<file path="src/hdl/lztd_pkg.sv">
`default_nettype none
package lztd_pkg;

    localparam int WINDOW_BYTES = 512;
    localparam int WIN_AW       = $clog2(WINDOW_BYTES);
    localparam int FILL_W       = WIN_AW + 1;
    localparam int OUT_LANES    = 4;
    localparam int LANE_W       = $clog2(OUT_LANES);
    localparam int DATA_W       = OUT_LANES * 8;
    localparam int CNT_W        = 3;
    localparam int TOK_W        = 17;
    localparam int QUEUE_DEPTH  = 4;
    localparam int QUEUE_AW     = $clog2(QUEUE_DEPTH);
    localparam int LEN_W        = 8;
    localparam int MIN_COPY     = 3;

    localparam logic [1:0] PH_HIGH = 2'd0;
    localparam logic [1:0] PH_LOW  = 2'd1;
    localparam logic [1:0] PH_RUN  = 2'd2;
    localparam logic [1:0] PH_IDLE = 2'd3;

    localparam logic [1:0] SRC_LIT    = 2'd0;
    localparam logic [1:0] SRC_ZERO   = 2'd1;
    localparam logic [1:0] SRC_RECENT = 2'd2;
    localparam logic [1:0] SRC_RAM    = 2'd3;

    typedef struct packed {
        logic [TOK_W-1:0] tok;
        logic             first;
        logic             final_tok;
    } t_tok;

endpackage
`default_nettype wire

</file>
<file path="src/hdl/lztd_front.sv">
`default_nettype none
module lztd_front
    import lztd_pkg::*;
(
    input  wire logic        i_clk,
    input  wire logic        i_rst_n,
    input  wire logic        i_valid,
    input  wire logic [15:0] i_word,
    input  wire logic        i_start,
    input  wire logic        i_q_ready,
    output logic             o_ready,
    output logic             o_push,
    output t_tok             o_tok
);

    logic [1:0]  r_phase, n_phase;
    logic [15:0] r_count_high, n_count_high;
    logic [30:0] r_tokens_left, n_tokens_left;
    logic [31:0] r_buf, n_buf;
    logic [5:0]  r_held, n_held;
    logic        r_first, n_first;

    logic        accept;
    logic [31:0] wide;
    logic [5:0]  held16;
    logic [4:0]  h2;
    logic [31:0] count;
    logic        final_tok;

    assign o_ready   = i_q_ready;
    assign accept    = i_valid && i_q_ready;
    assign wide      = {r_buf[15:0], i_word};
    assign held16    = r_held + 6'd16;
    assign h2        = 5'(held16 - 6'd17);
    assign count     = {r_count_high, i_word};
    assign final_tok = (r_tokens_left == 31'd1);

    assign o_tok.tok       = TOK_W'(wide >> h2);
    assign o_tok.first     = r_first;
    assign o_tok.final_tok = final_tok;

    always_comb begin
        n_phase       = r_phase;
        n_count_high  = r_count_high;
        n_tokens_left = r_tokens_left;
        n_buf         = r_buf;
        n_held        = r_held;
        n_first       = r_first;
        o_push        = 1'b0;
        if (accept) begin
            if (i_start || r_phase == PH_HIGH) begin
                n_buf         = '0;
                n_held        = '0;
                n_tokens_left = '0;
                n_count_high  = i_word;
                n_phase       = PH_LOW;
                n_first       = 1'b1;
            end else if (r_phase == PH_LOW) begin
                if (count == 32'd0 || count[31]) begin
                    n_phase = PH_IDLE;
                end else begin
                    n_tokens_left = count[30:0];
                    n_buf         = '0;
                    n_held        = '0;
                    n_phase       = PH_RUN;
                end
            end else if (r_phase == PH_RUN) begin
                if (held16 >= 6'd17) begin
                    o_push        = 1'b1;
                    n_held        = 6'(h2);
                    n_buf         = wide & ~(32'hFFFF_FFFF << h2);
                    n_first       = 1'b0;
                    n_tokens_left = r_tokens_left - 31'd1;
                    if (final_tok) begin
                        n_phase = PH_IDLE;
                    end
                end else begin
                    n_buf  = wide;
                    n_held = held16;
                end
            end
        end
    end

    always_ff @(posedge i_clk) begin
        if (!i_rst_n) begin
            r_phase       <= PH_HIGH;
            r_count_high  <= '0;
            r_tokens_left <= '0;
            r_buf         <= '0;
            r_held        <= '0;
            r_first       <= 1'b1;
        end else begin
            r_phase       <= n_phase;
            r_count_high  <= n_count_high;
            r_tokens_left <= n_tokens_left;
            r_buf         <= n_buf;
            r_held        <= n_held;
            r_first       <= n_first;
        end
    end

endmodule
`default_nettype wire

</file>
<file path="config.mk">
export PLATFORM = sky130hd
export DESIGN_NAME = lztd_front
export DESIGN_NICKNAME = d
export VERILOG_FILES = /design/src/hdl/lztd_pkg.sv /design/src/hdl/lztd_front.sv
export SDC_FILE = /design/constraint.sdc
export NUM_CORES = 1
export LEC_CHECK = 0
export BUFFER_PORTS_ARGS = -buffer_cell sky130_fd_sc_hd__buf_2
export CORE_MARGIN = 2
export CORE_UTILIZATION = 36
export CTS_BUF_LIST = sky130_fd_sc_hd__clkbuf_16
export DETAILED_ROUTE_END_ITERATION = 8
export GPL_TIMING_DRIVEN = 0
export SYNTH_ARGS = -nofsm -noshare
export SYNTH_HDL_FRONTEND = slang
export SYNTH_SLANG_ARGS = --single-unit
</file>
<file path="constraint.sdc">
create_clock -name i_clk -period 10 [get_ports i_clk]
set_input_delay 2 -clock i_clk [delete_from_list [all_inputs] [get_ports i_clk]]
set_output_delay 2 -clock i_clk [all_outputs]
set_load 0.01 [all_outputs]
</file>
=== Yosys cells after proc, flatten, opt, wreduce, memory -nomap -nowiden ===
Index checks and enable logic that the tools add are counted.

* Bits in latches: 0
* ROM bits: 0
* Bits in writable memories: 0
* Word-level logic and storage cells: 64
* Output and inout bits: 21
* Flip-flop bits (word level): 72
* Memories kept: 0

* $mul: 0
* Div/mod/pow operators: 0
* Reduce and logical (&&, ||, !) cells: 15
* $add $sub $neg: 3
* Order comparisons: 1
* Shift operators: 2
* Equal/unequal tests: 5
* Bitwise logic cells: 2
* Muxes and demuxes: 30

{| class="wikitable"
|+ Operators with widths
! cell !! number
|-
| $mux 31 || 5
|-
| $mux 16 || 5
|-
| $logic_not 32->1 || 1
|-
| $shl 32x5->16 const A || 1
|-
| $shr 32x5->17 || 1
|-
| $eq 31x1->1 const B || 1
|-
| $sub 31x1->31 const B || 1
|-
| $mux 6 || 5
|-
| $and 16x16->16 || 1
|-
| $not 16->16 || 1
|-
| $reduce_and 4->1 || 3
|-
| $mux 1 || 10
|-
| $mux 2 || 5
|-
| $reduce_bool 3->1 || 3
|-
| $add 6x5->6 const B || 1
|-
| $ge 6x5->1 const B || 1
|-
| $sub 5x5->5 const B || 1
|-
| $reduce_bool 2->1 || 2
|-
| $ne 3x3->1 const B || 1
|-
| $reduce_and 3->1 || 1
|-
| $eq 2x1->1 const B || 1
|-
| $eq 2x2->1 const B || 1
|-
| $logic_not 2->1 || 1
|-
| $logic_or 1x1->1 || 2
|-
| 3 further kinds || 3
|}

=== Longest topological paths before layout ===
* Depth in word-level cells: 9
* Mapped depth: 14
* Gate-level depth less buffers: 9

=== Least setup slack after synthesis ===
OpenSTA, ideal clock, no wires.

* Kind: input to output
* Start: in i_word[3]
* End: out o_push
* Stages: 7
* Path slack: 4,765 ps
* Arrival: 3,235 ps
* Cell sequence: nor4_1 > nand4_1 > o21bai_1 > a211o_1 > buf_2 > buf_2 > nor3_1

{| class="wikitable"
|+ RTL lines
! item !! line !! text
|-
| from (decl) || lztd_front.sv:8 || <nowiki>input wire logic [15:0] i_word,</nowiki>
|-
| to (decl) || lztd_front.sv:12 || <nowiki>output logic o_push,</nowiki>
|}

==> results.tsv <==
metric	value	unit
CP Capture Type	output pin	
endpoints failing setup	0	
H-tree depth	3	
initial antenna violation count	0	
Port Buf Inserts	41	
Worst EP arrival	4.10	ns
utilization after layout	0.422	
I/O pin cnt	42	
total power	843	uW
Hold Startpoint	r_first$_SDFFE_PN1P_	
Final GP Congestion	1.00	
Post-synth EDFFs	0	
outcome	completed	
Worst slew margin	0.405	
crit path launch type	input port	
GRT Total Usage	0.245	
router iterations before antenna repair	7	
fraction of layout cells with a size suffix above 1	0.152	
Crit-path slowest cell	nor4_1	
Final Hold Vio Count	0	
Max IR drop VDD	98.1	uV
Worst Hold Path Cells	2	
Pwr Density	138	mW/mm^2
r2r endpoint	r_buf[4]$_SDFFE_PN0P_	
Worst EP required	8.00	ns
Net Count, Synth	709	
vias in the first global route	5500	
async set-reset flop share out of synthesis	0	
top post-synthesis cells by area	dfxtp_1 (27%), mux2i_1 (11%), nand2_1 (5.9%), o21ai_0 (5.2%), a21oi_1 (5.0%)	
area grow syn2layout	14.9	%
largest net degree at the start of global routing	13	
r2r setup slk	6.45	ns
Clock Latency Late Sink	0.34	ns
RSZ-0062 raised after global routing	no	
Setup Crit Path Kind	input port to output pin	
area of the core	0.0145	mm^2
Longest Clk Path Bufs	2	
Routed Antenna Nets	0	
post-synthesis register bit count	72	
Layout Skew	0.00767	ns
post-synthesis cell area	0.00532	mm^2
Die Wd	126	um
Filler cells	1492	
sequential share of the synthesized area	0.271	
Cells after Synth	680	
# rows	44	
via count	5584	
Post-route DRC	0	
Synth top area share	0.271	
CP max FO	10	
CP Cell Sequence	buf_2, nor4_1, nand4_1, o21bai_1, a211o_1, buf_2, buf_2, nor3_1, buf_2	
yosys warns	0	
worst-margin pin slew	0.885	ns
max-capacitance violation count	0	
nets	761	
Worst Hold Path EP	r_first$_SDFFE_PN1P_	
Crit path buffers/inverters	4	
Worst path most repeated cell	buf_2	
grt ovf	0	
wire length per cell	21.1	um
worst r2r src	r_held[0]$_SDFFE_PN0P_	
DRT iter0 DRCs	504	
TritonCTS clock tree	built	
# diodes	0	
Die ar.	0.0158	mm^2
CTS Buf Count	9	
Starting Density	0.367	
post-DP HPWL	14500	um
Netlist cell types	69	
R2R cell count	13	
Num Clock Sinks	72	
critical path's largest stage delay	0.35	ns
HP Class	register to register	
Die H	126	um
leakage	0.00234	uW
highest clock rate	0.164	GHz
final wirelength	19400	um
Final Cycle Share	0.610	
Primary FF master, synth	dfxtp_1	
minimum hold slack	0.478	ns
leading area contributor after synthesis	dfxtp_1	
Slew Viols, Final	0	
cell family with most CP delay	buffers and inverters	
vias per cell	6.06	
Clk pin slew, worst setup/hold paths	0.05	ns
number of setup buffers added after CTS	0	
post-CTS sizing	0	
Post-Syn Area per Cell	7.82	um^2
TNS Setup	0	ns
crit path time final	6.10	ns
Post-CTS Hold Fix Bufs	0	
CTS Root Buffer Type	clkbuf_16	
first-pass GRT wire length	30300	um
-- how the worst max path moves through the flow --
stage	from	end	slack, ns	cells after the start
6_report	i_word[1]	o_push	3.90	9
5_1_grt	r_held[0]$_SDFFE_PN0P_	o_tok[4]	3.85	13
4_1_cts	i_word[1]	o_push	3.94	9
3_5_place_dp	i_word[1]	o_push	3.94	9
3_3_place_gp	i_word[5]	o_push	4.02	9
2_1_floorplan	i_word[3]	o_push	4.76	7
-- synth_stat cells, drive strengths merged, types with 8 or more instances --
library cell	count
a221oi	9
clkbuf	32
a21oi	53
ha	8
inv	16
o22ai	12
nor3	25
buf	23
mux4	8
nand3	16
mux2	8
nand4	13
nor2	70
o21ai	56
dfxtp	72
nand2	84
nor4	12
nand2b	11
mux2i	60
-- through the flow --
stage / setup slack, ns / instance area, um^2 / std cells
final: 3.90 / 6110 / 921
after detailed placement: 3.94 / 5750 / 905
after CTS: 3.94 / 6110 / 921
after floorplan: 4.76 / 5320 / 680
after global routing: 3.85 / 6110 / 921
after global placement: 4.02 / 5750 / 905
-- cell usage in the layout (no fill, tap or decap), drive strengths merged, types with 13 or more instances in the layout --
cell    synthesis  routed
a21oi          53      53
buf            23      64
clkbuf         32      41
dfxtp          72      72
inv            16      16
mux2i          60      60
nand2          84      84
nand3          16      16
nand4          13      13
nor2           70      70
nor3           25      25
o21ai          56      56
-- power by group --
part           internal [uW]  switching [uW]
clock network            267             127
registers                296            10.1
logic                   48.8            93.9
-- sequential cells by signal (all words and copies together), names as in the netlist --
| signal | count |
|---|---|
| r_tokens_left | 31 |
| r_buf | 16 |
| r_count_high | 16 |
| r_held | 6 |
| r_phase | 2 |
| r_first | 1 |
-- cells by family after synthesis --
family,Yosys count,synth area share
compound gates,187,0.221
simple gates,253,0.239
xor+xnor,13,0.0214
fa+ha+maj,8,0.0188
flops,72,0.271
mux,76,0.164
buf+inv,71,0.0650
-- layout make-up --
type | instances | area (um^2) | share of cell area
clock inverters | 7 | 134 | 0.0219
well taps | 184 | 230 | 0.0377
multi-input cells | 537 | 3530 | 0.578
flip-flops and latches | 72 | 1440 | 0.236
plain buffers | 55 | 285 | 0.0467
repair buffers | 41 | 205 | 0.0336
clock buffers | 9 | 225 | 0.0369
inverters | 16 | 60.1 | 0.00983
-- worst register-to-register path, cell delays in order, from the launching register on --
cell and delay [ns]:
dfxtp_1 0.32, buf_2 0.21, inv_1 0.11, buf_2 0.26, buf_2 0.36, ha_1 0.27
inv_1 0.08, ha_1 0.27, clkbuf_1 0.19, inv_2 0.23, clkbuf_1 0.48, o21ai_0 0.16
o21ai_0 0.34, o22ai_1 0.13
-- routing by layer --
metal  part of all wire  up-vias  global-route usage
met1               0.39     2661               0.289
met5                  0        -                   0
li1                   -     2598                   -
met3              0.073       59              0.0411
met4              0.050        0               0.144
met2               0.48      266               0.417
Power figures use the tool's default switching activity.
