$ cat src/hdl/lztd_pkg.sv
`default_nettype none
package lztd_pkg;

    localparam int WINDOW_BYTES = 512;
    localparam int WIN_AW       = $clog2(WINDOW_BYTES);
    localparam int FILL_W       = WIN_AW + 1;
    localparam int OUT_LANES    = 4;
    localparam int LANE_W       = $clog2(OUT_LANES);
    localparam int DATA_W       = OUT_LANES * 8;
    localparam int CNT_W        = 3;
    localparam int TOK_W        = 17;
    localparam int QUEUE_DEPTH  = 4;
    localparam int QUEUE_AW     = $clog2(QUEUE_DEPTH);
    localparam int LEN_W        = 8;
    localparam int MIN_COPY     = 3;

    localparam logic [1:0] PH_HIGH = 2'd0;
    localparam logic [1:0] PH_LOW  = 2'd1;
    localparam logic [1:0] PH_RUN  = 2'd2;
    localparam logic [1:0] PH_IDLE = 2'd3;

    localparam logic [1:0] SRC_LIT    = 2'd0;
    localparam logic [1:0] SRC_ZERO   = 2'd1;
    localparam logic [1:0] SRC_RECENT = 2'd2;
    localparam logic [1:0] SRC_RAM    = 2'd3;

    typedef struct packed {
        logic [TOK_W-1:0] tok;
        logic             first;
        logic             final_tok;
    } t_tok;

endpackage
`default_nettype wire

$ cat src/hdl/lztd_ram.sv
`default_nettype none
module lztd_ram #(
    parameter int WIDTH = 8,
    parameter int DEPTH = 512
) (
    input  wire logic                     i_clk,
    input  wire logic                     i_we,
    input  wire logic [$clog2(DEPTH)-1:0] i_waddr,
    input  wire logic [WIDTH-1:0]         i_wdata,
    input  wire logic [$clog2(DEPTH)-1:0] i_raddr,
    output logic [WIDTH-1:0]              o_rdata
);

    logic [WIDTH-1:0] r_mem [DEPTH];
    logic [WIDTH-1:0] r_rdata;

    always_ff @(posedge i_clk) begin
        if (i_we) begin
            r_mem[i_waddr] <= i_wdata;
        end
        r_rdata <= r_mem[i_raddr];
    end

    assign o_rdata = r_rdata;

endmodule
`default_nettype wire

$ cat src/hdl/lztd_back.sv
`default_nettype none
module lztd_back
    import lztd_pkg::*;
(
    input  wire logic        i_clk,
    input  wire logic        i_rst_n,
    input  wire logic        i_q_valid,
    input  wire t_tok        i_q_tok,
    output logic             o_q_pop,
    output logic             o_valid,
    input  wire logic        i_ready,
    output logic [DATA_W-1:0] o_data,
    output logic [CNT_W-1:0] o_count,
    output logic             o_last,
    output logic             o_eoi
);

    // Issue side: token registers and write pointer / fill level.
    logic              r_a_act;
    logic [1:0]        r_a_mode;
    logic [15:0]       r_a_lit;
    logic [WIN_AW-1:0] r_a_src;
    logic [LEN_W-1:0]  r_a_left;
    logic              r_a_final;
    logic [WIN_AW-1:0] r_wp;
    logic [FILL_W-1:0] r_fill;

    // Write side: one byte per beat of the pipeline.
    logic              r_b_vld;
    logic [1:0]        r_b_mode;
    logic [7:0]        r_b_lit;
    logic [WIN_AW-1:0] r_b_waddr;
    logic              r_b_last;
    logic              r_b_final;
    logic              r_b_cap;
    logic [7:0]        r_b_hold;
    logic [7:0]        r_recent;

    logic [LANE_W-1:0] r_pk_cnt;
    logic [DATA_W-1:0] r_pk_data;

    logic              r_o_vld;
    logic [DATA_W-1:0] r_o_data;
    logic [CNT_W-1:0]  r_o_cnt;
    logic              r_o_last;
    logic              r_o_eoi;

    logic              load;
    logic              issue;
    logic              b_go;
    logic              flush;
    logic              out_free;
    logic [7:0]        b_byte;
    logic [7:0]        ram_rdata;
    logic [DATA_W-1:0] pk_next;

    logic [WIN_AW-1:0] wp_eff;
    logic [FILL_W-1:0] fill_eff;
    logic [WIN_AW-1:0] off;
    logic              src_ok;
    logic [FILL_W-1:0] src_gap;
    logic [1:0]        copy_mode;

    assign load    = !r_a_act && i_q_valid;
    assign o_q_pop = load;

    assign wp_eff    = i_q_tok.first ? '0 : r_wp;
    assign fill_eff  = i_q_tok.first ? '0 : r_fill;
    assign off       = i_q_tok.tok[15:7];
    assign src_ok    = {1'b0, off} < fill_eff;
    assign src_gap   = fill_eff - {1'b0, off};
    assign copy_mode = !src_ok ? SRC_ZERO :
                       (src_gap == FILL_W'(1)) ? SRC_RECENT : SRC_RAM;

    assign out_free = !r_o_vld || i_ready;
    assign flush    = r_b_last || (r_pk_cnt == LANE_W'(OUT_LANES - 1));
    assign b_go     = r_b_vld && (!flush || out_free);
    assign issue    = r_a_act && (!r_b_vld || b_go);

    always_comb begin
        case (r_b_mode)
            SRC_LIT:    b_byte = r_b_lit;
            SRC_ZERO:   b_byte = 8'd0;
            SRC_RECENT: b_byte = r_recent;
            SRC_RAM:    b_byte = r_b_cap ? r_b_hold : ram_rdata;
            default:    b_byte = 8'd0;
        endcase
    end

    assign pk_next = r_pk_data | (DATA_W'(b_byte) << {r_pk_cnt, 3'b000});

    lztd_ram #(
        .WIDTH(8),
        .DEPTH(WINDOW_BYTES)
    ) u_hist (
        .i_clk  (i_clk),
        .i_we   (b_go),
        .i_waddr(r_b_waddr),
        .i_wdata(b_byte),
        .i_raddr(r_a_src),
        .o_rdata(ram_rdata)
    );

    always_ff @(posedge i_clk) begin
        if (load) begin
            r_a_final <= i_q_tok.final_tok;
            r_a_lit   <= i_q_tok.tok[15:0];
            r_a_src   <= wp_eff - src_gap[WIN_AW-1:0];
            if (i_q_tok.tok[16]) begin
                r_a_mode <= SRC_LIT;
                r_a_left <= LEN_W'(2);
            end else begin
                r_a_mode <= copy_mode;
                r_a_left <= LEN_W'(i_q_tok.tok[6:0]) + LEN_W'(MIN_COPY);
            end
        end else if (issue) begin
            r_a_lit  <= {r_a_lit[7:0], 8'd0};
            r_a_src  <= r_a_src + 1'b1;
            r_a_left <= r_a_left - 1'b1;
        end
        if (issue) begin
            r_b_mode  <= r_a_mode;
            r_b_lit   <= r_a_lit[15:8];
            r_b_waddr <= r_wp;
            r_b_last  <= (r_a_left == LEN_W'(1));
            r_b_final <= r_a_final;
        end
        if (r_b_vld && !b_go) begin
            r_b_hold <= b_byte;
        end
        if (b_go) begin
            r_recent <= b_byte;
        end
        if (b_go && flush && out_free) begin
            r_o_data <= pk_next;
            r_o_cnt  <= CNT_W'(r_pk_cnt) + CNT_W'(1);
            r_o_last <= r_b_last;
            r_o_eoi  <= r_b_last && r_b_final;
        end
    end

    always_ff @(posedge i_clk) begin
        if (!i_rst_n) begin
            r_a_act   <= 1'b0;
            r_wp      <= '0;
            r_fill    <= '0;
            r_b_vld   <= 1'b0;
            r_b_cap   <= 1'b0;
            r_pk_cnt  <= '0;
            r_pk_data <= '0;
            r_o_vld   <= 1'b0;
        end else begin
            if (load) begin
                r_a_act <= 1'b1;
                r_wp    <= wp_eff;
                r_fill  <= fill_eff;
            end else if (issue) begin
                r_a_act <= (r_a_left != LEN_W'(1));
                r_wp    <= r_wp + 1'b1;
                if (r_fill != FILL_W'(WINDOW_BYTES)) begin
                    r_fill <= r_fill + 1'b1;
                end
            end
            if (issue) begin
                r_b_vld <= 1'b1;
            end else if (b_go) begin
                r_b_vld <= 1'b0;
            end
            r_b_cap <= r_b_vld && !b_go;
            if (b_go) begin
                if (flush) begin
                    r_pk_cnt  <= '0;
                    r_pk_data <= '0;
                end else begin
                    r_pk_cnt  <= r_pk_cnt + 1'b1;
                    r_pk_data <= pk_next;
                end
            end
            if (b_go && flush) begin
                r_o_vld <= 1'b1;
            end else if (i_ready) begin
                r_o_vld <= 1'b0;
            end
        end
    end

    assign o_valid = r_o_vld;
    assign o_data  = r_o_data;
    assign o_count = r_o_cnt;
    assign o_last  = r_o_last;
    assign o_eoi   = r_o_eoi;

endmodule
`default_nettype wire

$ cat config.mk
export PLATFORM = sky130hd
export DESIGN_NAME = lztd_back
export DESIGN_NICKNAME = d
export VERILOG_FILES = /design/src/hdl/lztd_pkg.sv /design/src/hdl/lztd_ram.sv /design/src/hdl/lztd_back.sv
export SDC_FILE = /design/constraint.sdc
export NUM_CORES = 2
export LEC_CHECK = 0
export BUFFER_PORTS_ARGS = -buffer_cell sky130_fd_sc_hd__buf_4
export CAP_MARGIN = 20
export CORE_UTILIZATION = 35
export DETAILED_ROUTE_END_ITERATION = 16
export SYNTH_ARGS = -nofsm -noshare
export SYNTH_HDL_FRONTEND = slang
export SYNTH_SLANG_ARGS = --single-unit
$ cat constraint.sdc
create_clock -name i_clk -period 25.8 [get_ports i_clk]
set_input_delay 1.29 -clock i_clk [delete_from_list [all_inputs] [get_ports i_clk]]
set_output_delay 1.29 -clock i_clk [all_outputs]
set_load 0.02 [all_outputs]
-- Word level (Yosys, flattened, before mapping)
Memory sizes are Yosys's and may differ from the RTL's. A register that Yosys moved wholly into a read port is not among the register bits.
Index checks and enable logic that the tools add are counted.
- register bits: 167
- bits in latches: 0
- RAM bits: 4096
- bits in read-only memories: 0
- bits of input ports: 23
- output and inout bits: 39
- word-level logic and storage cells: 98
- memories kept: 1
- memories (memory ; words ; bits a word ; rd ports ; clocked after memory_dff ; wr ports ; RTL line ; text):
    u_hist.r_mem ; 512 ; 8 ; 1 ; 1 ; 1 ; lztd_ram.sv:14 ; logic [WIDTH-1:0] r_mem [DEPTH];
- add/subtract/negate cells: 9
- multipliers: 0
- div/mod/pow operators: 0
- $lt $le $gt $ge: 1
- eq/ne operators: 8
- shift-type cells: 1
- muxes and demuxes: 28
- bitwise logic cells: 2
- reduce and logical (&&, ||, !) cells: 23
- operators with widths (cell ; number):
    2-to-1 mux 9 bit ; 5
    2-to-1 mux 10 bit ; 4
    2-to-1 mux 16 bit ; 2
    2-to-1 mux 32 bit ; 1
    2-to-1 mux 8 bit ; 4
    bitwise OR 32 bit ; 1
    one-hot mux 8 bit (4 select lines) ; 1
    << shifter 8 x 5 -> 32 bit ; 1
    adder 9 x 1 -> 9 bit, second input constant ; 2
    adder 10 x 1 -> 10 bit, second input constant ; 1
    equality test 10 x 1 -> 1 bit, second input constant ; 1
    less-than comparator 9 x 10 -> 1 bit ; 1
    2-to-1 mux 1 bit ; 10
    inequality test 10 bit, second input constant ; 1
    subtractor 10 x 9 -> 10 bit ; 1
    subtractor 9 bit ; 1
    adder 7 x 2 -> 8 bit, second input constant ; 1
    equality test 8 x 1 -> 1 bit, second input constant ; 1
    inequality test 8 x 1 -> 1 bit, second input constant ; 1
    nonzero test 2 bit ; 4
    subtractor 8 x 1 -> 8 bit, second input constant ; 1
    logical AND 1 bit ; 7
    equality test 2 bit, second input constant ; 3
    logical NOT 1 bit ; 5
    9 further kinds ; 12

-- Logic depth before layout (Yosys ltp)
- word-level depth: 9
- gate-level depth with buffers: 16

-- Cells and area by module
Synthesis repeated with hierarchy kept, for this count alone.
- cell total of the unflattened synthesis: 8698
- area total of the unflattened synthesis: 167709.6 µm²
- by module, submodules not included (module ; instances ; cells an instance ; area each (µm²) ; sequential area each (µm²)):
    lztd_ram ; 1 ; 8030 ; 159927.1 ; 123158.1
    lztd_back ; 1 ; 668 ; 7782.5 ; 4444.3

-- Worst setup path after synthesis
No wires, ideal clock.
- kind: register to register
- start point: reg r_b_mode[1]
- end point: reg r_b_hold[0] (data pin)
- setup time: 3001 ps
- arrival time: 14814 ps
- required time: 22799 ps
- setup slack: 7985 ps
- stages on the path, launching flop included: 4
- path buffers: 1
- cell sequence: edfxtp_1 -> clkbuf_1 -> mux2i_1 -> o22ai_1
- longest elaborated chain between the ends: 2
- elaborated cells between the ends (all ways): 5
- ends and longest elaborated chain (element ; RTL line ; text):
    start: declaration ; lztd_back.sv:30 ; logic [1:0] r_b_mode;
    start signal: assignment ; lztd_back.sv:122 ; r_b_mode <= r_a_mode;
    equality test 2 bit, or another cell as far along ; lztd_back.sv:81 ; case (r_b_mode)
    one-hot mux 8 bit (4 select lines) (*) ; lztd_back.sv:81 ;
    net b_byte[0] ; lztd_back.sv:53 ; logic [7:0] b_byte;
    end signal: assignment ; lztd_back.sv:129 ; r_b_hold <= b_byte;
    end: declaration ; lztd_back.sv:36 ; logic [7:0] r_b_hold;
Mark *: on every way through the listed nets, which the timed path passes. The rest lies on a longest branch.
A chain may end at the register's enable or synchronous reset.

==> results.md <==
- Synthesis-to-finish area growth: 13.35%
- EDFF count, synth: 4206
- First-pass GRT wire length: about 640 mm
- Post-detail-place hpwl: 264.8 mm
- Mapped Nets: about 8000
- NumNets Final: between 8000 and 9000
- Worst Tran Pin Value: approximately 1.3 ns
- Pleak: 57.92 nW
- Largest delay share family, worst path: buffers and inverters
- Fin. Hold Viols: 0
- CP max stage delay: approximately 0.8 ns
- Arrival @ worst endpoint: 8.06 ns
- Hold slack: 0.4187 ns
- Slew Limit Fails: 0
- Final-layout fill cell count: between 40000 and 50000
- Final worst slack: 18.58 ns
- Skew final: 0.05066 ns
- Slowest cell on crit path: buf_4
- Synth top area cells: edfxtp_1, mux4_2, nor2_1
- Worst reg2reg setup slack: around 19 ns
- Routed WL per cell: 31.19 um
- CP most frequent cell: buf_4
- Io pins: 62
- Placed Instances: 13830
- Final worst path period share: roughly 28%
- R2R cell count: 11
- Clock tree buffer depth: 4
- Crit Path Class: flop to flop
- Critical path endpoint category: flop
- Min cycle time layout: 7.215 ns
- Final std cells w/o fill: between 10000 and 15000
- Worst-path fanout max: 42
- Yosys top cell area share: 76.40%
- Layout cells sized above 1: 23.26%
- Num CTS Buffers: roughly 420
- Maximum vdd drop: 73.87 uV
- Peak Freq: between 100 and 150 MHz
- GR Util All Layers: 18.82%
- CTS sink count: 4271
- Setup tns final: 0 ns
- Main synth FF type: edfxtp_1
- RSZ-0062 raised after global routing: no
- Clk pin slew, worst setup/hold paths: 0.06 ns
- Total Wirelength: 456.3 mm
- CP Launch Type: flop
- Result of the run: complete, no violations
- TritonRoute pass-1 iters: 8
- Placer Congestion: 0.8398
- DR iter-0 viols: about 11000
- CTS tree: yes
- Initial antenna violation count: 19
- Post-synth ARST share: 0%
- Cell Area, Synth: 165300 um2
- Biggest area consumer among synthesized cells: edfxtp_1
- Cell Rows: 252
- Post-DRT Antenna Nets: 0
- Clk_lat worst skew: 0.98 ns
- Die height: 689.3 um
- Hold path start: r_a_lit[14]
- Vias in the first global route: 82660
- Worst Path Required: 26.65 ns
- Hold Path Depth: 0
- Cts hold-fix bufs: 0
- Initial Util: 35.12%
- Utilization after layout: 39.80%
- Postcts setup bufs: 0
- DRC: 0
- Final setup violation count: 0
- Die width: 689.3 um
- Synth warnings: 0
- Post-CTS resize count: 0
- Die Area: 475100 um2
- Mapped Cells: about 8000
- RR Endpoint: u_hist.o_rdata[4]
- Pin count of the biggest net entering global routing: 222
- Synth unique cells: 79
- Slew Limit Headroom: 11.54%
- # port buffers: 61
- Sequential cell area fraction in the yosys report: 77.19%
- Average cell area after synthesis: 21.09 um2
- Cell Chain, Critical Path: buf_4 > buf_4 > buf_4 > buf_4 > buf_4 > buf_4 > mux4_2 > mux4_2 > a22oi_1 > o221ai_1 > o221a_1
- Pwr dens: slightly below 90 nW/um2
- H-tree depth: 5
- Place WS: 18.46 ns
- Buffers & Inverters on Critical Path: 6
- Via-to-Cell Ratio: 5.674
- Hold endpoint: r_b_lit[6]
- Grt ovf: 0
- Via count: 82990
- Hold WC Path Type: flop to flop
- Core area: 470700 um2
- #FFs+latches synth: 4271
- Reg2reg start: r_a_src[0]
- Root buf cell: clkbuf_16
- Maxcap violations: 0
==> flip-flops by register name (all words and copies together) (netlist names), 9 cells and up <==
register	count
o_data	32
r_a_lit	16
r_a_src	9
r_b_waddr	9
r_fill	10
r_pk_data	32
r_wp	9
u_hist.r_mem	4096
==> synth_stat cells (all sizes together), types with 12 or more instances <==
cell type	n
o22ai	37
nor2b	43
clkbuf	231
mux2i	161
nand3	52
xnor2	19
a22o	58
nor3	56
o21ai	76
a21oi	112
ha	22
a221oi	83
nand2b	17
nor2	590
inv	31
mux2	12
o211ai	19
dfxtp	65
o211a	33
a22oi	204
edfxtp	4206
nor4	19
a211oi	15
nand2	165
a31oi	13
buf	248
mux4	1014
and2	19
a2111oi	13
a21o	38
nand4	23
==> worst reg2reg max path, stage by stage (launching register included) <==
cell and delay (ns):
edfxtp_1 0.36, buf_4 0.65, buf_4 0.60, buf_4 0.60, buf_4 0.72, buf_4 0.76
buf_4 0.80, mux4_2 0.64, mux4_2 0.53, a22oi_1 0.44, o221ai_1 0.58, o221a_1 0.41
==> cell type report <==
type / count / area, um2 / area share [%]
diodes: 16 / 40.04 / 0.02137
clock buffers: 513 / 11090 / 5.919
inverters: 32 / 125.1 / 0.06677
multi-input cells: 3056 / 35880 / 19.15
repair buffers: 259 / 2308 / 1.232
flip-flops and latches: 4271 / 127600 / 68.10
well taps: 6223 / 7786 / 4.155
clock inverters: 258 / 2550 / 1.361
==> placed cells by master (no fill, tap or decap), types with 16 or more instances in the layout <==
master / instances
clkinv_2: 70
a22o_1: 58
a22oi_1: 204
a21oi_1: 112
a221oi_1: 83
nor3_1: 53
diode_2: 16
buf_4: 228
o211a_1: 33
nor2_1: 578
o22ai_1: 29
bufinv_16: 43
nor2b_1: 37
edfxtp_1: 4206
clkbuf_16: 429
clkbuf_1: 80
o211ai_1: 19
nand4_1: 23
mux2i_1: 161
buf_12: 19
xnor2_1: 19
nand3_1: 47
ha_1: 22
o21ai_0: 54
o21ai_1: 22
clkinv_1: 106
a21o_1: 38
mux4_2: 1014
and2_1: 16
dfxtp_1: 65
nand2_1: 151
inv_1: 29
==> routing by layer <==
layer  global-route usage, %  up-vias  wire (um)
li1                        -    33270          -
met1                   25.39    44670     178000
met2                   30.02     4274     217100
met3                   4.261      763      44270
met4                   6.664       10      16720
met5                       0        -        253
==> how the worst max path moves through the flow <==
stage / to / from / slack, ns / cells after the start
finish: u_hist.o_rdata[4] / r_a_src[0] / 18.58 / 11
floorplan: r_b_hold[0] / r_b_mode[1] / 7.99 / 3
global route: u_hist.o_rdata[4] / r_a_src[0] / 18.08 / 11
CTS: u_hist.o_rdata[1] / r_a_src[0] / 18.42 / 15
detailed placement: u_hist.o_rdata[1] / r_a_src[0] / 18.46 / 15
global placement: u_hist.o_rdata[1] / r_a_src[0] / 18.13 / 15
==> power breakdown <==
part | internal, mW | switching (mW) | total, mW
clock network | 3.49 | 2.63 | 6.12
registers | 7.92 | 0.0419 | 7.96
logic | 0.832 | 1.68 | 2.52
==> cells by family (layout without fill, tap and decap cells) <==
logic type | Yosys count | in the layout | share of synthesized area (%)
AND/OR/NAND/NOR | 1032 | 1032 | 2.711
adder cells (fa/ha/maj) | 28 | 28 | 0.2172
XOR/XNOR | 30 | 30 | 0.1589
other | 0 | 16 | 0
AO/OA/AOI/OAI | 779 | 779 | 3.446
flip-flops | 4271 | 4271 | 77.19
buffers and inverters | 511 | 1062 | 1.405
multiplexers | 1187 | 1187 | 14.87
==> metrics by stage <==
stage          cell area (um2)  power [mW]
2_1_floorplan           165300       9.880
3_3_place_gp            173400       10.57
6_report                187400       16.60
3_5_place_dp            173500       10.61
4_1_cts                 187100       16.66
5_1_grt                 187300       17.01
No activity file was read; power rests on OpenSTA's default activity.
