**src/hdl/lztd_pkg.sv**
```systemverilog
`default_nettype none
package lztd_pkg;

    localparam int WINDOW_BYTES = 512;
    localparam int WIN_AW       = $clog2(WINDOW_BYTES);
    localparam int FILL_W       = WIN_AW + 1;
    localparam int OUT_LANES    = 4;
    localparam int LANE_W       = $clog2(OUT_LANES);
    localparam int DATA_W       = OUT_LANES * 8;
    localparam int CNT_W        = 3;
    localparam int TOK_W        = 17;
    localparam int QUEUE_DEPTH  = 4;
    localparam int QUEUE_AW     = $clog2(QUEUE_DEPTH);
    localparam int LEN_W        = 8;
    localparam int MIN_COPY     = 3;

    localparam logic [1:0] PH_HIGH = 2'd0;
    localparam logic [1:0] PH_LOW  = 2'd1;
    localparam logic [1:0] PH_RUN  = 2'd2;
    localparam logic [1:0] PH_IDLE = 2'd3;

    localparam logic [1:0] SRC_LIT    = 2'd0;
    localparam logic [1:0] SRC_ZERO   = 2'd1;
    localparam logic [1:0] SRC_RECENT = 2'd2;
    localparam logic [1:0] SRC_RAM    = 2'd3;

    typedef struct packed {
        logic [TOK_W-1:0] tok;
        logic             first;
        logic             final_tok;
    } t_tok;

endpackage
`default_nettype wire

```
**src/hdl/lztd_queue.sv**
```systemverilog
`default_nettype none
module lztd_queue
    import lztd_pkg::*;
(
    input  wire logic i_clk,
    input  wire logic i_rst_n,
    input  wire logic i_push,
    input  wire t_tok i_tok,
    output logic      o_ready,
    output logic      o_valid,
    output t_tok      o_tok,
    input  wire logic i_pop
);

    t_tok                r_slot [QUEUE_DEPTH];
    logic [QUEUE_AW-1:0] r_wr;
    logic [QUEUE_AW-1:0] r_rd;
    logic [QUEUE_AW:0]   r_cnt;
    logic                do_push;
    logic                do_pop;

    assign o_ready = (r_cnt != (QUEUE_AW+1)'(QUEUE_DEPTH));
    assign o_valid = (r_cnt != '0);
    assign o_tok   = r_slot[r_rd];
    assign do_push = i_push && o_ready;
    assign do_pop  = i_pop && o_valid;

    always_ff @(posedge i_clk) begin
        if (do_push) begin
            r_slot[r_wr] <= i_tok;
        end
    end

    always_ff @(posedge i_clk) begin
        if (!i_rst_n) begin
            r_wr  <= '0;
            r_rd  <= '0;
            r_cnt <= '0;
        end else begin
            if (do_push) begin
                r_wr <= r_wr + 1'b1;
            end
            if (do_pop) begin
                r_rd <= r_rd + 1'b1;
            end
            if (do_push && !do_pop) begin
                r_cnt <= r_cnt + 1'b1;
            end else if (do_pop && !do_push) begin
                r_cnt <= r_cnt - 1'b1;
            end
        end
    end

endmodule
`default_nettype wire

```
**config.mk**
```make
export PLATFORM = sky130hd
export DESIGN_NAME = lztd_queue
export DESIGN_NICKNAME = d
export VERILOG_FILES = /design/src/hdl/lztd_pkg.sv /design/src/hdl/lztd_queue.sv
export SDC_FILE = /design/constraint.sdc
export NUM_CORES = 1
export LEC_CHECK = 0
export ABC_AREA = 1
export BUFFER_PORTS_ARGS = -buffer_cell sky130_fd_sc_hd__buf_2
export CORE_MARGIN = 2
export CORE_UTILIZATION = 48
export DETAILED_ROUTE_END_ITERATION = 6
export PLACE_DENSITY = 0.68
export SYNTH_ARGS = -nofsm -noshare
export SYNTH_HDL_FRONTEND = slang
export SYNTH_SLANG_ARGS = --single-unit
```
**constraint.sdc**
```tcl
create_clock -name i_clk -period 2.01 [get_ports i_clk]
set_input_delay 0.402 -clock i_clk [delete_from_list [all_inputs] [get_ports i_clk]]
set_output_delay 0.402 -clock i_clk [all_outputs]
set_load 0.02 [all_outputs]
```
* After elaboration in Yosys (flattened, before gate mapping) *
Memory sizes are Yosys's and may differ from the RTL's. A register that Yosys moved wholly into a read port is not among the register bits.
Cells that the tools add are included.

word-level totals
  flip-flop bits (word level) = 7
  RAM bits = 76
  output and inout port bits = 21
  logic and storage cells = 23
  memories = 1

cells by class
  $add $sub $neg = 4
  equal/unequal tests = 1
  muxes and demuxes = 6
  reduce and logical (&&, ||, !) cells = 8

memory list
  memory  words  width  rd ports  clocked after memory_dff  wr ports  RTL line          text
  r_slot  4      19     1         1                         1         lztd_queue.sv:15  t_tok r_slot [QUEUE_DEPTH];

operators with widths
  operator                                           number
  two-way mux 3 bit                                  2
  adder 2 x 1 -> 2 bit (second input constant)       2
  logical AND 1 bit                                  4
  two-way mux 2 bit                                  2
  adder 3 x 1 -> 3 bit (second input constant)       1
  inequality test 3 bit (second input constant)      1
  nonzero test 3 bit                                 1
  subtractor 3 x 1 -> 3 bit (second input constant)  1
  zero test 1 bit                                    2
  two-way mux 1 bit                                  2
  nonzero test 2 bit                                 1

* Logic depth before layout (Yosys ltp) *
Gate-level depths: netlist of run 1.

  word-level depth = 6
  gate-level depth with buffers = 13
  depth with buffers taken out = 13

* Worst setup path after synthesis of run 1 *
Ideal clock, no wire load.

  path type = flip-flop to flip-flop
  start point = register r_cnt[0]
  end point = memory r_slot[0][0] in the netlist's numbering (enable)
  setup time = 395 ps
  arrival time = 1529 ps
  data required time = 1615 ps
  slack = 87 ps
  stages on the path, launching flop included = 5
  buffers on the path = 0
  period minus slack after synthesis = 1923 ps
  cells stage by stage = dfxtp_1 > nor2_2 > nand2_2 > nand2_2 > nor2_1

on the way
  word-level cells in the longest chain between the ends = 4

ends and longest elaborated chain
  element                                  RTL line          text
  start: declaration                       lztd_queue.sv:18  logic [QUEUE_AW:0] r_cnt;
  start signal: assignment                 lztd_queue.sv:47  r_cnt <= r_cnt + 1'b1;
  start signal: assignment                 lztd_queue.sv:49  r_cnt <= r_cnt - 1'b1;
  inequality test 3 bit                    lztd_queue.sv:22  assign o_ready = (r_cnt != (QUEUE_AW+1)'(QUEUE_DEPTH));
  net o_ready                              lztd_queue.sv:9   output logic o_ready,
  logical AND 1 bit                        lztd_queue.sv:25  assign do_push = i_push && o_ready;
  two-way mux 1 bit                        lztd_queue.sv:29  if (do_push) begin
  two-way mux 1 bit (not written as such)  lztd_queue.sv:30  r_slot[r_wr] <= i_tok;
  end: declaration                         lztd_queue.sv:15

The timed path passes the listed nets, and every way through them passes these cells.

==> key figures, run 1 <==
CTS
  • Num Clock Sinks: 85
  • CTS tree: built
  • Clock buffer count from CTS: 9
  • CTS max path bufs: 2
  • Clk slew on worst S/H paths: around 80 ps
  • Post-CTS setup buffers: 0
  • CTS HTree Levels: 3
  • Post-cts hold buffer count: 0
  • Skew-Pair Late Insertion Delay: about 350 ps
  • Root buf cell: clkbuf_8
  • Post-CTS resize count: 0

Global routing
  • M3 GR Usage: 5.66%
  • Grt peak-use layer: met2
  • Maximum number of pins on one net before global-route repair: 22
  • Met2 Use GR: 26.2%
  • Grt met1 use: between 20% and 30%
  • First-pass GRT wire length: just over 9000 um
  • GRT Util Overall: approximately 17%
  • Vias in the first global route: 1937
  • Initial antenna violation count: 0
  • Grt ovf: 0

Worst setup path
  • Launching point of the worst reg2reg path: r_cnt[1]
  • Top cell family by delay on the critical path: buffers and inverters
  • Critical-path cell list: inv_4 > buf_6 > o21ai_0 > o22ai_1 > buf_2
  • CP arrival: roughly 1500 ps
  • Worst reg-to-reg setup slack: around 150 ps
  • Max stage delay on crit path: between 300 and 400 ps
  • R2r worst-path depth: 9
  • CP startpoint kind: flip-flop
  • Critical path peak fanout: 16
  • Kind of critical path: flip-flop to primary output
  • FF-to-FF End: r_cnt[1]
  • Critical Path Stages: 5
  • Critical path buffers and inverters: 3
  • CP max-delay cell: dfxtp_2
  • Critical Path RT: around 1600 ps
  • CP endpoint kind: primary output
  • Crit path to: o_tok[9]

Placed design
  • Dpl cell area: between 3000 and 4000 um2
  • Hpwl dp: roughly 3800 um
  • Placed instance count: 391
  • Gpl congestion: 0.719
  • Pre-CTS WS: roughly 150 ps
  • PortBufs: 43

Logic synthesis
  • Synth cell types: 24
  • Yosys top cell by area: edfxtp_1
  • Synth Area per Inst: between 10 and 15 um2
  • Sequential area share after synthesis: between 70% and 80%
  • Mapped Cells: roughly 250
  • Ys Warns: 0
  • Area share of the largest cell type after synthesis: between 60% and 70%
  • Area of the mapped netlist: roughly 3400 um2
  • Yosys reg bits: 85
  • Top cells by area, synth: edfxtp_1, o21ai_0, dfxtp_1
  • Synth Net Count: around 280

Floorplan
  • CORE AREA: between 6000 and 7000 um2
  • Die area: between 7000 and 8000 um2
  • DIE WIDTH: 88 um
  • Initial Util: around 50%
  • Standard-cell rows: 30
  • Die height: around 88 um
  • Top-Level Pins: 44

Power
  • Sw Pwr: 0.00161 W
  • Overall power: roughly 0.0048 W
  • Power Internal: approximately 0.0032 W
  • Switching share of power: about a third
  • Lkg Pwr: ~1.4 nW
  • Comb power frac: 30.5%
  • Cell Pwr Density: approximately 1200 nW/um2
  • Part of the power in registers: between 40% and 50%
  • Worst vdd ir: slightly below 0.6 mV
  • Clock power frac: 23.0%

Routing
  • DR WL/cell: ~15 um
  • DRC: 0
  • Routed via count: 2020
  • Vias/cell: 4.96
  • TritonRoute pass-1 iters: 6
  • Routed Antenna Nets: 0
  • DRT iter0 DRCs: between 100 and 150
  • WL final: a little under 6000 um

Timing
  • Setup Skew: 4.60 ps
  • Slew @ Worst Pin: between 300 and 400 ps
  • Setup TNS: 0 ps
  • Unrepaired setup endpoints after global routing: false
  • Fmax: 515 MHz
  • Final worst path period share: a little over nine tenths
  • Count of pins over their slew limit: 0
  • Final setup vio count: 0
  • Min Clock Period, post-route: 1940 ps
  • Final Hold Fails: 0
  • Worst Slack Setup Final: around 70 ps
  • Slew HR: between 70 and 80%

Finish
  • Diode count: 0
  • Post-layout nets: approximately 340
  • Layout area overhead: 15.6%
  • Ratio of cells with drive above 1 in the final layout: just under 30%
  • Finished Layout Cells: around 410
  • Post-route cell area: between 3000 and 4000 um2

Flow run
  • Max Cap Viol: 0

Outcome
  • Status: finished clean

Min path
  • HP Class: input port to flip-flop
cell usage after synthesis:
cell type,instances
inv_2,3
buf_2,1
nor2_1,42
nand2_1,11
ha_1,5
nor2_2,10
o21ai_0,37
inv_1,13
buf_6,4
a21oi_1,3
o21ai_2,1
o22ai_1,19
dfxtp_1,9
o21ai_1,1
buf_4,1
nand3_1,4
clkbuf_2,1
xor2_1,1
clkbuf_1,1
nand2_2,4
edfxtp_1,76
fa_1,1
nand3b_1,1
buf_12,3
through the flow:
stage | utilization, % | hold WS [ps]
6_report | 57.6 | 264
3_5_place_dp | 54.7 | 496
2_1_floorplan | - | 464
4_1_cts | 57.3 | 245
5_1_grt | 57.6 | 243
3_3_place_gp | 54.7 | 492
routing by layer:
| layer | routed length (um) | up-vias |
|---|---|---|
| met4 | 140 | 0 |
| met5 | 0 | - |
| met1 | 2620 | 960 |
| met3 | 242 | 11 |
| li1 | - | 1011 |
| met2 | 2900 | 38 |
area by class of cell:
class	count	area [um2]
timing repair buffer	54	338
inverter	16	63.8
clock buffer	9	124
multi-input combinational	140	748
tap	96	120
fill	539	2880
clock inverter	7	56.3
sequential	85	2470
worst min-delay path by stage:
stage	from	to	slack, ps	depth (start not counted)
CTS	i_tok[4]	r_slot[1][4]	240	1
global route	i_tok[7]	r_slot[0][7]	240	1
global placement	r_rd[1]	r_rd[1]	490	2
floorplan	r_rd[1]	flip-flop	460	2
finish	i_tok[4]	r_slot[1][4]	260	1
detailed placement	r_rd[1]	r_rd[1]	500	2
kinds of logic (layout without fill, tap and decap cells):
family,count (synthesis),count (layout),share of synthesized area [%]
xor+xnor,1,1,0.259
flops,85,85,72.7
simple gates,72,72,9.27
buf+inv,27,86,5.50
compound gates,61,61,9.83
fa+ha+maj,6,6,2.44
cells in the final DEF (no fill, tap or decap), drive strengths merged:
master	instances
inv	15
xor2	1
dfxtp	9
a21oi	3
clkbuf	9
nor2	52
o21ai	39
nand3	4
o22ai	19
nand3b	1
buf	54
fa	1
clkinv	7
bufinv	1
edfxtp	76
nand2	15
ha	5
power groups by stage:
stage                     clock, W  sequential, W  combinational, W
after detailed placement         0        0.00227           0.00146
after global routing       0.00121        0.00227           0.00162
final                      0.00111        0.00224           0.00147
after CTS                  0.00114        0.00224           0.00147
after floorplan                  0        0.00226           0.00108
after global placement           0        0.00227           0.00143
sequential cells by signal, indices dropped and copies added, names as in the netlist, named ones only:
name,count
r_slot,76
r_cnt,3
r_rd,2
r_wr,2
No activity file was read; power rests on OpenSTA's default activity.
==> run 2, diff against run 1 <==
Settings changed: CELL_PAD_IN_SITES_DETAIL_PLACEMENT set to 2, CELL_PAD_IN_SITES_GLOBAL_PLACEMENT set to 2, CORE_UTILIZATION 48 to 39, PLACE_DENSITY 0.68 to not set, PLACE_DENSITY_LB_ADDON set to 0.1.
==> run 2 against run 1 <==
Sequential power barely moved; global-route usage rose by 1.6 points; via count increased by 5.4%; wire length grew 39%; total power grew 0.90%; clock power is 5% lower; first-iteration DRC count down 43%; combinational power up 5%; critical path depth unchanged; critical path type unchanged; critical endpoint is now o_tok[13]; highest routed layer unchanged.
==> key figures, run 2 (same netlist as run 1, synthesis figures left out) <==
Outcome
  • Status: finished clean

Worst setup path
  • Max stage delay on crit path: about 380 ps
  • CP arrival: roughly 1500 ps
  • Critical path peak fanout: 38
  • Kind of critical path: flip-flop to primary output
  • Critical-path cell list: inv_2 > buf_12 > o21ai_0 > o22ai_1 > buf_2
  • Top cell family by delay on the critical path: buffers and inverters
  • Critical Path RT: between 1500 and 2000 ps
  • CP startpoint kind: flip-flop
  • Critical path buffers and inverters: 3
  • CP max-delay cell: dfxtp_2
  • CP endpoint kind: primary output

Timing
  • Slew HR: just under 80%
  • Final worst path period share: a little over nine tenths
  • Setup TNS: 0 ps
  • Final Hold Fails: 0
  • Hold slack: approximately 270 ps
  • Setup Skew: 7.17 ps
  • Min Clock Period, post-route: between 1500 and 2000 ps
  • Unrepaired setup endpoints after global routing: false
  • Fmax: about 520 MHz
  • Slew @ Worst Pin: 343 ps
  • Final setup vio count: 0
  • Count of pins over their slew limit: 0

Routing
  • TritonRoute pass-1 iters: 4
  • Top sig layer: met4
  • Metal-1 WL: around 3500 um
  • Metal2 WL: 4410 um
  • Vias/cell: 5.13
  • DR WL/cell: roughly 20 um
  • DRT iter0 DRCs: between 70 and 80
  • WL final: 8190 um
  • Routed wl met3: ~220 um
  • Routed via count: around 2100
  • Routed Antenna Nets: 0
  • DRC: 0

Finish
  • Ratio of cells with drive above 1 in the final layout: a little under a third
  • Register area: between 2000 and 2500 um2
  • Max reg flops: 76
  • Diode count: 0
  • Footprint of the multi-input gates: around 750 um2
  • FILL cells: ~850
  • Commonest non-fill, non-tap cell in the layout: edfxtp_1
  • Commonest cells after routing, fill and taps aside: edfxtp_1, buf_2, nor2_1
  • Biggest register: r_slot
  • Post-layout nets: ~330
  • Layout area overhead: 15.4%
  • Largest regs: r_slot: 76 flops, r_cnt: 3 flops

Global routing
  • Maximum number of pins on one net before global-route repair: 39
  • Vias in the first global route: about 2300
  • First-pass GRT wire length: 12800 um
  • Initial antenna violation count: 0
  • GRT Util Overall: a little under a fifth
  • Grt ovf: 0

Min path
  • HP Class: input port to flip-flop

Power
  • Worst vdd ir: about 0.56 mV
  • Cell Pwr Density: around 1200 nW/um2
  • Lkg Pwr: around 1.4 nW

CTS
  • Root buf cell: clkbuf_8
  • Skew-Pair Late Insertion Delay: around 350 ps
  • Clock buffer count from CTS: 9
  • CTS max path bufs: 2
  • Clk slew on worst S/H paths: about 80 ps
  • CTS tree: built
  • Num Clock Sinks: 85
  • CTS HTree Levels: 3

Floorplan
  • DIE WIDTH: between 90 and 100 um
  • Standard-cell rows: 33
  • Initial Util: between 40% and 50%
  • Die height: between 90 and 100 um
  • Top-Level Pins: 44
  • CORE AREA: between 8000 and 9000 um2
  • Die area: 9450 um2

Placed design
  • Gpl congestion: 0.669
  • PortBufs: 43
  • Hpwl dp: ~5600 um

Flow run
  • Max Cap Viol: 0
==> run 2: cell count changes in the layout (fill, tap and decap cells not counted), sizes merged <==
cell / previous run / this run
inv: 15 / 17
clkinvlp: 0 / 3
bufinv: 1 / 0
clkbuf: 9 / 11
clkinv: 7 / 1
buf: 54 / 53
==> run 2: final cells by class <==
cell class / instances / share of cell area (%)
inverters: 16 / 1.60
flip-flops and latches: 85 / 63.2
clock buffers: 11 / 3.36
clock inverters: 5 / 0.928
multi-input cells: 140 / 19.1
well taps: 105 / 3.36
repair buffers: 53 / 8.45
==> run 2: worst reg2reg max path, delay by kind of cell, from the launching register on <==
kind,cells,cell delay (ps)
DFF,1,350
adders and majority gates,2,630
buffers and inverters,2,160
and+or+nand+nor,4,470
AOI/OAI and AO/OA,1,170
==> run 2: power by group <==
group          switching (W)  internal [W]
Clock               0.000606      0.000452
Combinational        0.00104      0.000506
Sequential          0.000104       0.00216
Total                0.00175       0.00312
==> run 2: worst paths after layout <==
path / from / end / slack, ps / depth (start not counted)
hold reg to reg: r_rd[0] / r_rd[0] / 520 / 2
setup / recovery: flip-flop / o_tok[13] / 90 / 5
setup reg to reg: r_cnt[1] / r_cnt[1] / 130 / 9
hold / removal: i_tok[6] / r_slot[1][6] / 270 / 1
==> run 2: repair_timing <==
action,in CTS,in global routing
hold endpoints to repair,0,0
gates cloned,0,0
hold buffers,0,0
buffers inserted,0,0
gates resized for setup,2,8
setup endpoints to repair,7,13
==> run 2: metal layers <==
layer	vias to the layer above	track usage [%]
met2	37	32.1
li1	1010	-
met1	1075	22.3
met4	0	6.50
met5	-	0
met3	7	3.02
==> run 2: stage by stage <==
step | instance area (um2) | worst slack [ps] | util [%] | cells | power, W
floorplan | 3390 | 86.7 | - | 252 | 0.00334
global placement | 3720 | 222 | 44.8 | 399 | 0.00376
detailed placement | 3720 | 124 | 44.8 | 399 | 0.00385
CTS | 3890 | 30.4 | 46.9 | 415 | 0.00491
global route | 3910 | 0.371 | 47.1 | 415 | 0.00516
finish | 3910 | 92.1 | 47.1 | 415 | 0.00486
==> run 3, diff against run 2 <==
Settings changed: ABC_AREA 1 to not set, ABC_CLOCK_PERIOD_IN_PS set to 2009, CORE_UTILIZATION 39 to 43, TNS_END_PERCENT set to 10.
==> run 3 against run 2 <==
The run now ends with negative setup slack left; global-route usage increased by 2.9 points; core utilization increased by 9.2 points; clock skew increased by 12 ps; die area decreased by 12%; via count decreased by 22%; first-iteration DRC count increased by 17%; critical path depth decreased by 1; final cell count decreased by 24%; synthesized cell count decreased by 42%; sequential share of layout area decreased by 3.1 points; wire length decreased by 0.26%; clock power increased by 27%; critical path type unchanged; highest routed layer unchanged.
==> key figures, run 3 <==
Logic synthesis
  • Ys Warns: 0
  • Dominant synthesized flop cell: edfxtp_1
  • Yosys reg bits: 85
  • Area of the mapped netlist: approximately 3300 um2
  • Most frequent cell after synthesis: edfxtp_1
  • Async SR Flop Fraction: 0%
  • Mapped Cells: about 150
  • Area share of the largest cell type after synthesis: 69.6%
  • Post-synth EDFFs: 76
  • Yosys top cell by area: edfxtp_1
  • Synth top cells by count: edfxtp_1, mux4_2, dfxtp_1, mux4_1, and2_1
  • Top cells by area, synth: edfxtp_1, mux4_1, mux4_2
  • Synth cell types: 24
  • Synth Area per Inst: roughly 22 um2
  • Sequential area share after synthesis: 75.1%
  • Synth Net Count: roughly 180

Worst setup path
  • CP startpoint kind: flip-flop
  • CP max-delay cell: mux4_2
  • Critical path peak fanout: 5
  • Critical-path cell list: buf_6 > buf_16 > mux4_2 > buf_6
  • Kind of critical path: flip-flop to primary output
  • Critical Path RT: about 1600 ps
  • Critical path buffers and inverters: 3
  • Cell mode on critical path: buf_6
  • CP arrival: roughly 1700 ps
  • CP endpoint kind: primary output
  • Top cell family by delay on the critical path: multiplexers
  • Max stage delay on crit path: 530 ps

Timing
  • Final worst path period share: 104%
  • Slew @ Worst Pin: about 300 ps
  • Count of pins over their slew limit: 0
  • Setup Skew: 18.8 ps
  • Final Hold Fails: 0
  • Unrepaired setup endpoints after global routing: true
  • Worst Slack Setup Final: -75.6 ps
  • Hold slack: approximately 240 ps
  • Min Clock Period, post-route: 2090 ps
  • Slew HR: 79.9%
  • Final setup vio count: 18
  • Fmax: 479 MHz

Power
  • Worst vdd ir: 0.477 mV
  • Cell Pwr Density: approximately 1400 nW/um2
  • Overall power: around 0.0057 W
  • Lkg Pwr: between 1 and 1.5 nW

Routing
  • Routed via count: about 1700
  • DR WL/cell: approximately 26 um
  • Routed Antenna Nets: 0
  • TritonRoute pass-1 iters: 4
  • Vias/cell: approximately 5.3
  • DRT iter0 DRCs: 90
  • DRC: 0
  • WL final: just over 8000 um

Global routing
  • Grt ovf: 0
  • First-pass GRT wire length: between 10000 and 15000 um
  • Maximum number of pins on one net before global-route repair: 20
  • Initial antenna violation count: 0
  • Vias in the first global route: 1873
  • GRT Util Overall: about a fifth

Finish
  • Largest regs: r_slot: 76 flops, r_cnt: 3 flops
  • Commonest cells after routing, fill and taps aside: edfxtp_1, buf_2, mux4_2
  • Ratio of cells with drive above 1 in the final layout: between 40 and 50%
  • Post-route cell area: 4130 um2
  • FILL cells: 611
  • Register area: about 2500 um2
  • Layout area overhead: 25.7%
  • Commonest non-fill, non-tap cell in the layout: edfxtp_1
  • Biggest register: r_slot
  • Diode count: 0
  • Max reg flops: between 70 and 80
  • Post-layout util: between 50% and 60%
  • Post-layout nets: roughly 240
  • Footprint of the multi-input gates: 742 um2

CTS
  • Clk slew on worst S/H paths: about 100 ps
  • CTS HTree Levels: 3
  • Clock buffer count from CTS: 9
  • Num Clock Sinks: 85
  • Root buf cell: clkbuf_8
  • CTS tree: built
  • Skew-Pair Late Insertion Delay: between 300 and 400 ps
  • Post-cts hold buffer count: 0
  • CTS max path bufs: 2

Placed design
  • Hpwl dp: approximately 4600 um
  • Pre-CTS WS: -228 ps
  • Gpl congestion: 0.681
  • Dpl cell area: 3670 um2
  • PortBufs: 43

Flow run
  • Max Cap Viol: 0

Floorplan
  • Die height: between 90 and 100 um
  • Standard-cell rows: 31
  • Die area: around 8300 um2
  • Top-Level Pins: 44
  • DIE WIDTH: 91.3 um
  • Initial Util: 44.8%
  • CORE AREA: between 7000 and 8000 um2

Min path
  • HP Class: input port to flip-flop

Outcome
  • Failing checks: negative setup slack
  • Status: complete, but fails checks
## run 3: changes by cell type after synthesis, moves of 6 or more
cell     delta
nand2_1     -6
nor2_1     -41
mux4_2     +10
nor2_2     -10
o21ai_0    -36
and2_1      +8
inv_1      -10
o22ai_1    -19
mux4_1      +9
## run 3: path summary, 6_finish.rpt
path / cells after the start / slack [ps] / end / start
setup / recovery: 4 / -80 / o_tok[2] / flip-flop
hold / removal: 1 / 240 / r_slot[3][11] / i_tok[11]
setup reg to reg: 7 / -60 / r_cnt[2] / r_cnt[2]
hold reg to reg: 2 / 520 / r_wr[0] / r_wr[0]
## run 3: routing by layer
layer	wire length, um	part of all wire (%)	up-vias	global-route usage, %
li1	-	-	722	-
met3	289	3.5	13	5.06
met4	161	2.0	0	8.33
met2	4470	55	40	36.5
met5	0	0	-	0
met1	3250	40	888	25.2
## run 3: repair_timing
item                                    CTS  global route
endpoints found under the setup margin   20            20
pin swaps                                 2             3
buffers inserted                          3             3
cloned                                    3             0
gates resized for setup                  45            11
## run 3: layout make-up
type	count	area share [%]
clock buffer	9	3.00
multi-input combinational	54	18.0
clock inverter	7	2.37
tap	99	3.00
sequential	85	60.1
timing repair buffer	59	13.3
inverter	3	0.273
## run 3: through the flow
stage / TNS [ps] / instances
after detailed placement: -228 / 291
after floorplan: 0 / 147
after global placement: 0 / 291
after CTS: -973 / 313
after global routing: -1750 / 316
final: -729 / 316
## run 3: report_power, final
group / switching, W / internal (W) / total [W]
clock: 0.000646 / 0.000707 / 0.00135
combinational: 0.000919 / 0.00107 / 0.00199
sequential: 0.000145 / 0.00217 / 0.00232
total: 0.00171 / 0.00395 / 0.00566
## run 3: kinds of logic (layout without fill, tap and decap cells)
| group | Yosys count | in the layout | share of synthesized area [%] |
|---|---|---|---|
| flops | 85 | 85 | 75.1 |
| mux | 22 | 22 | 15.0 |
| simple gates | 17 | 17 | 2.78 |
| buf+inv | 8 | 78 | 1.72 |
| fa+ha+maj | 6 | 6 | 2.52 |
| compound gates | 5 | 5 | 1.87 |
| xor+xnor | 4 | 4 | 1.07 |
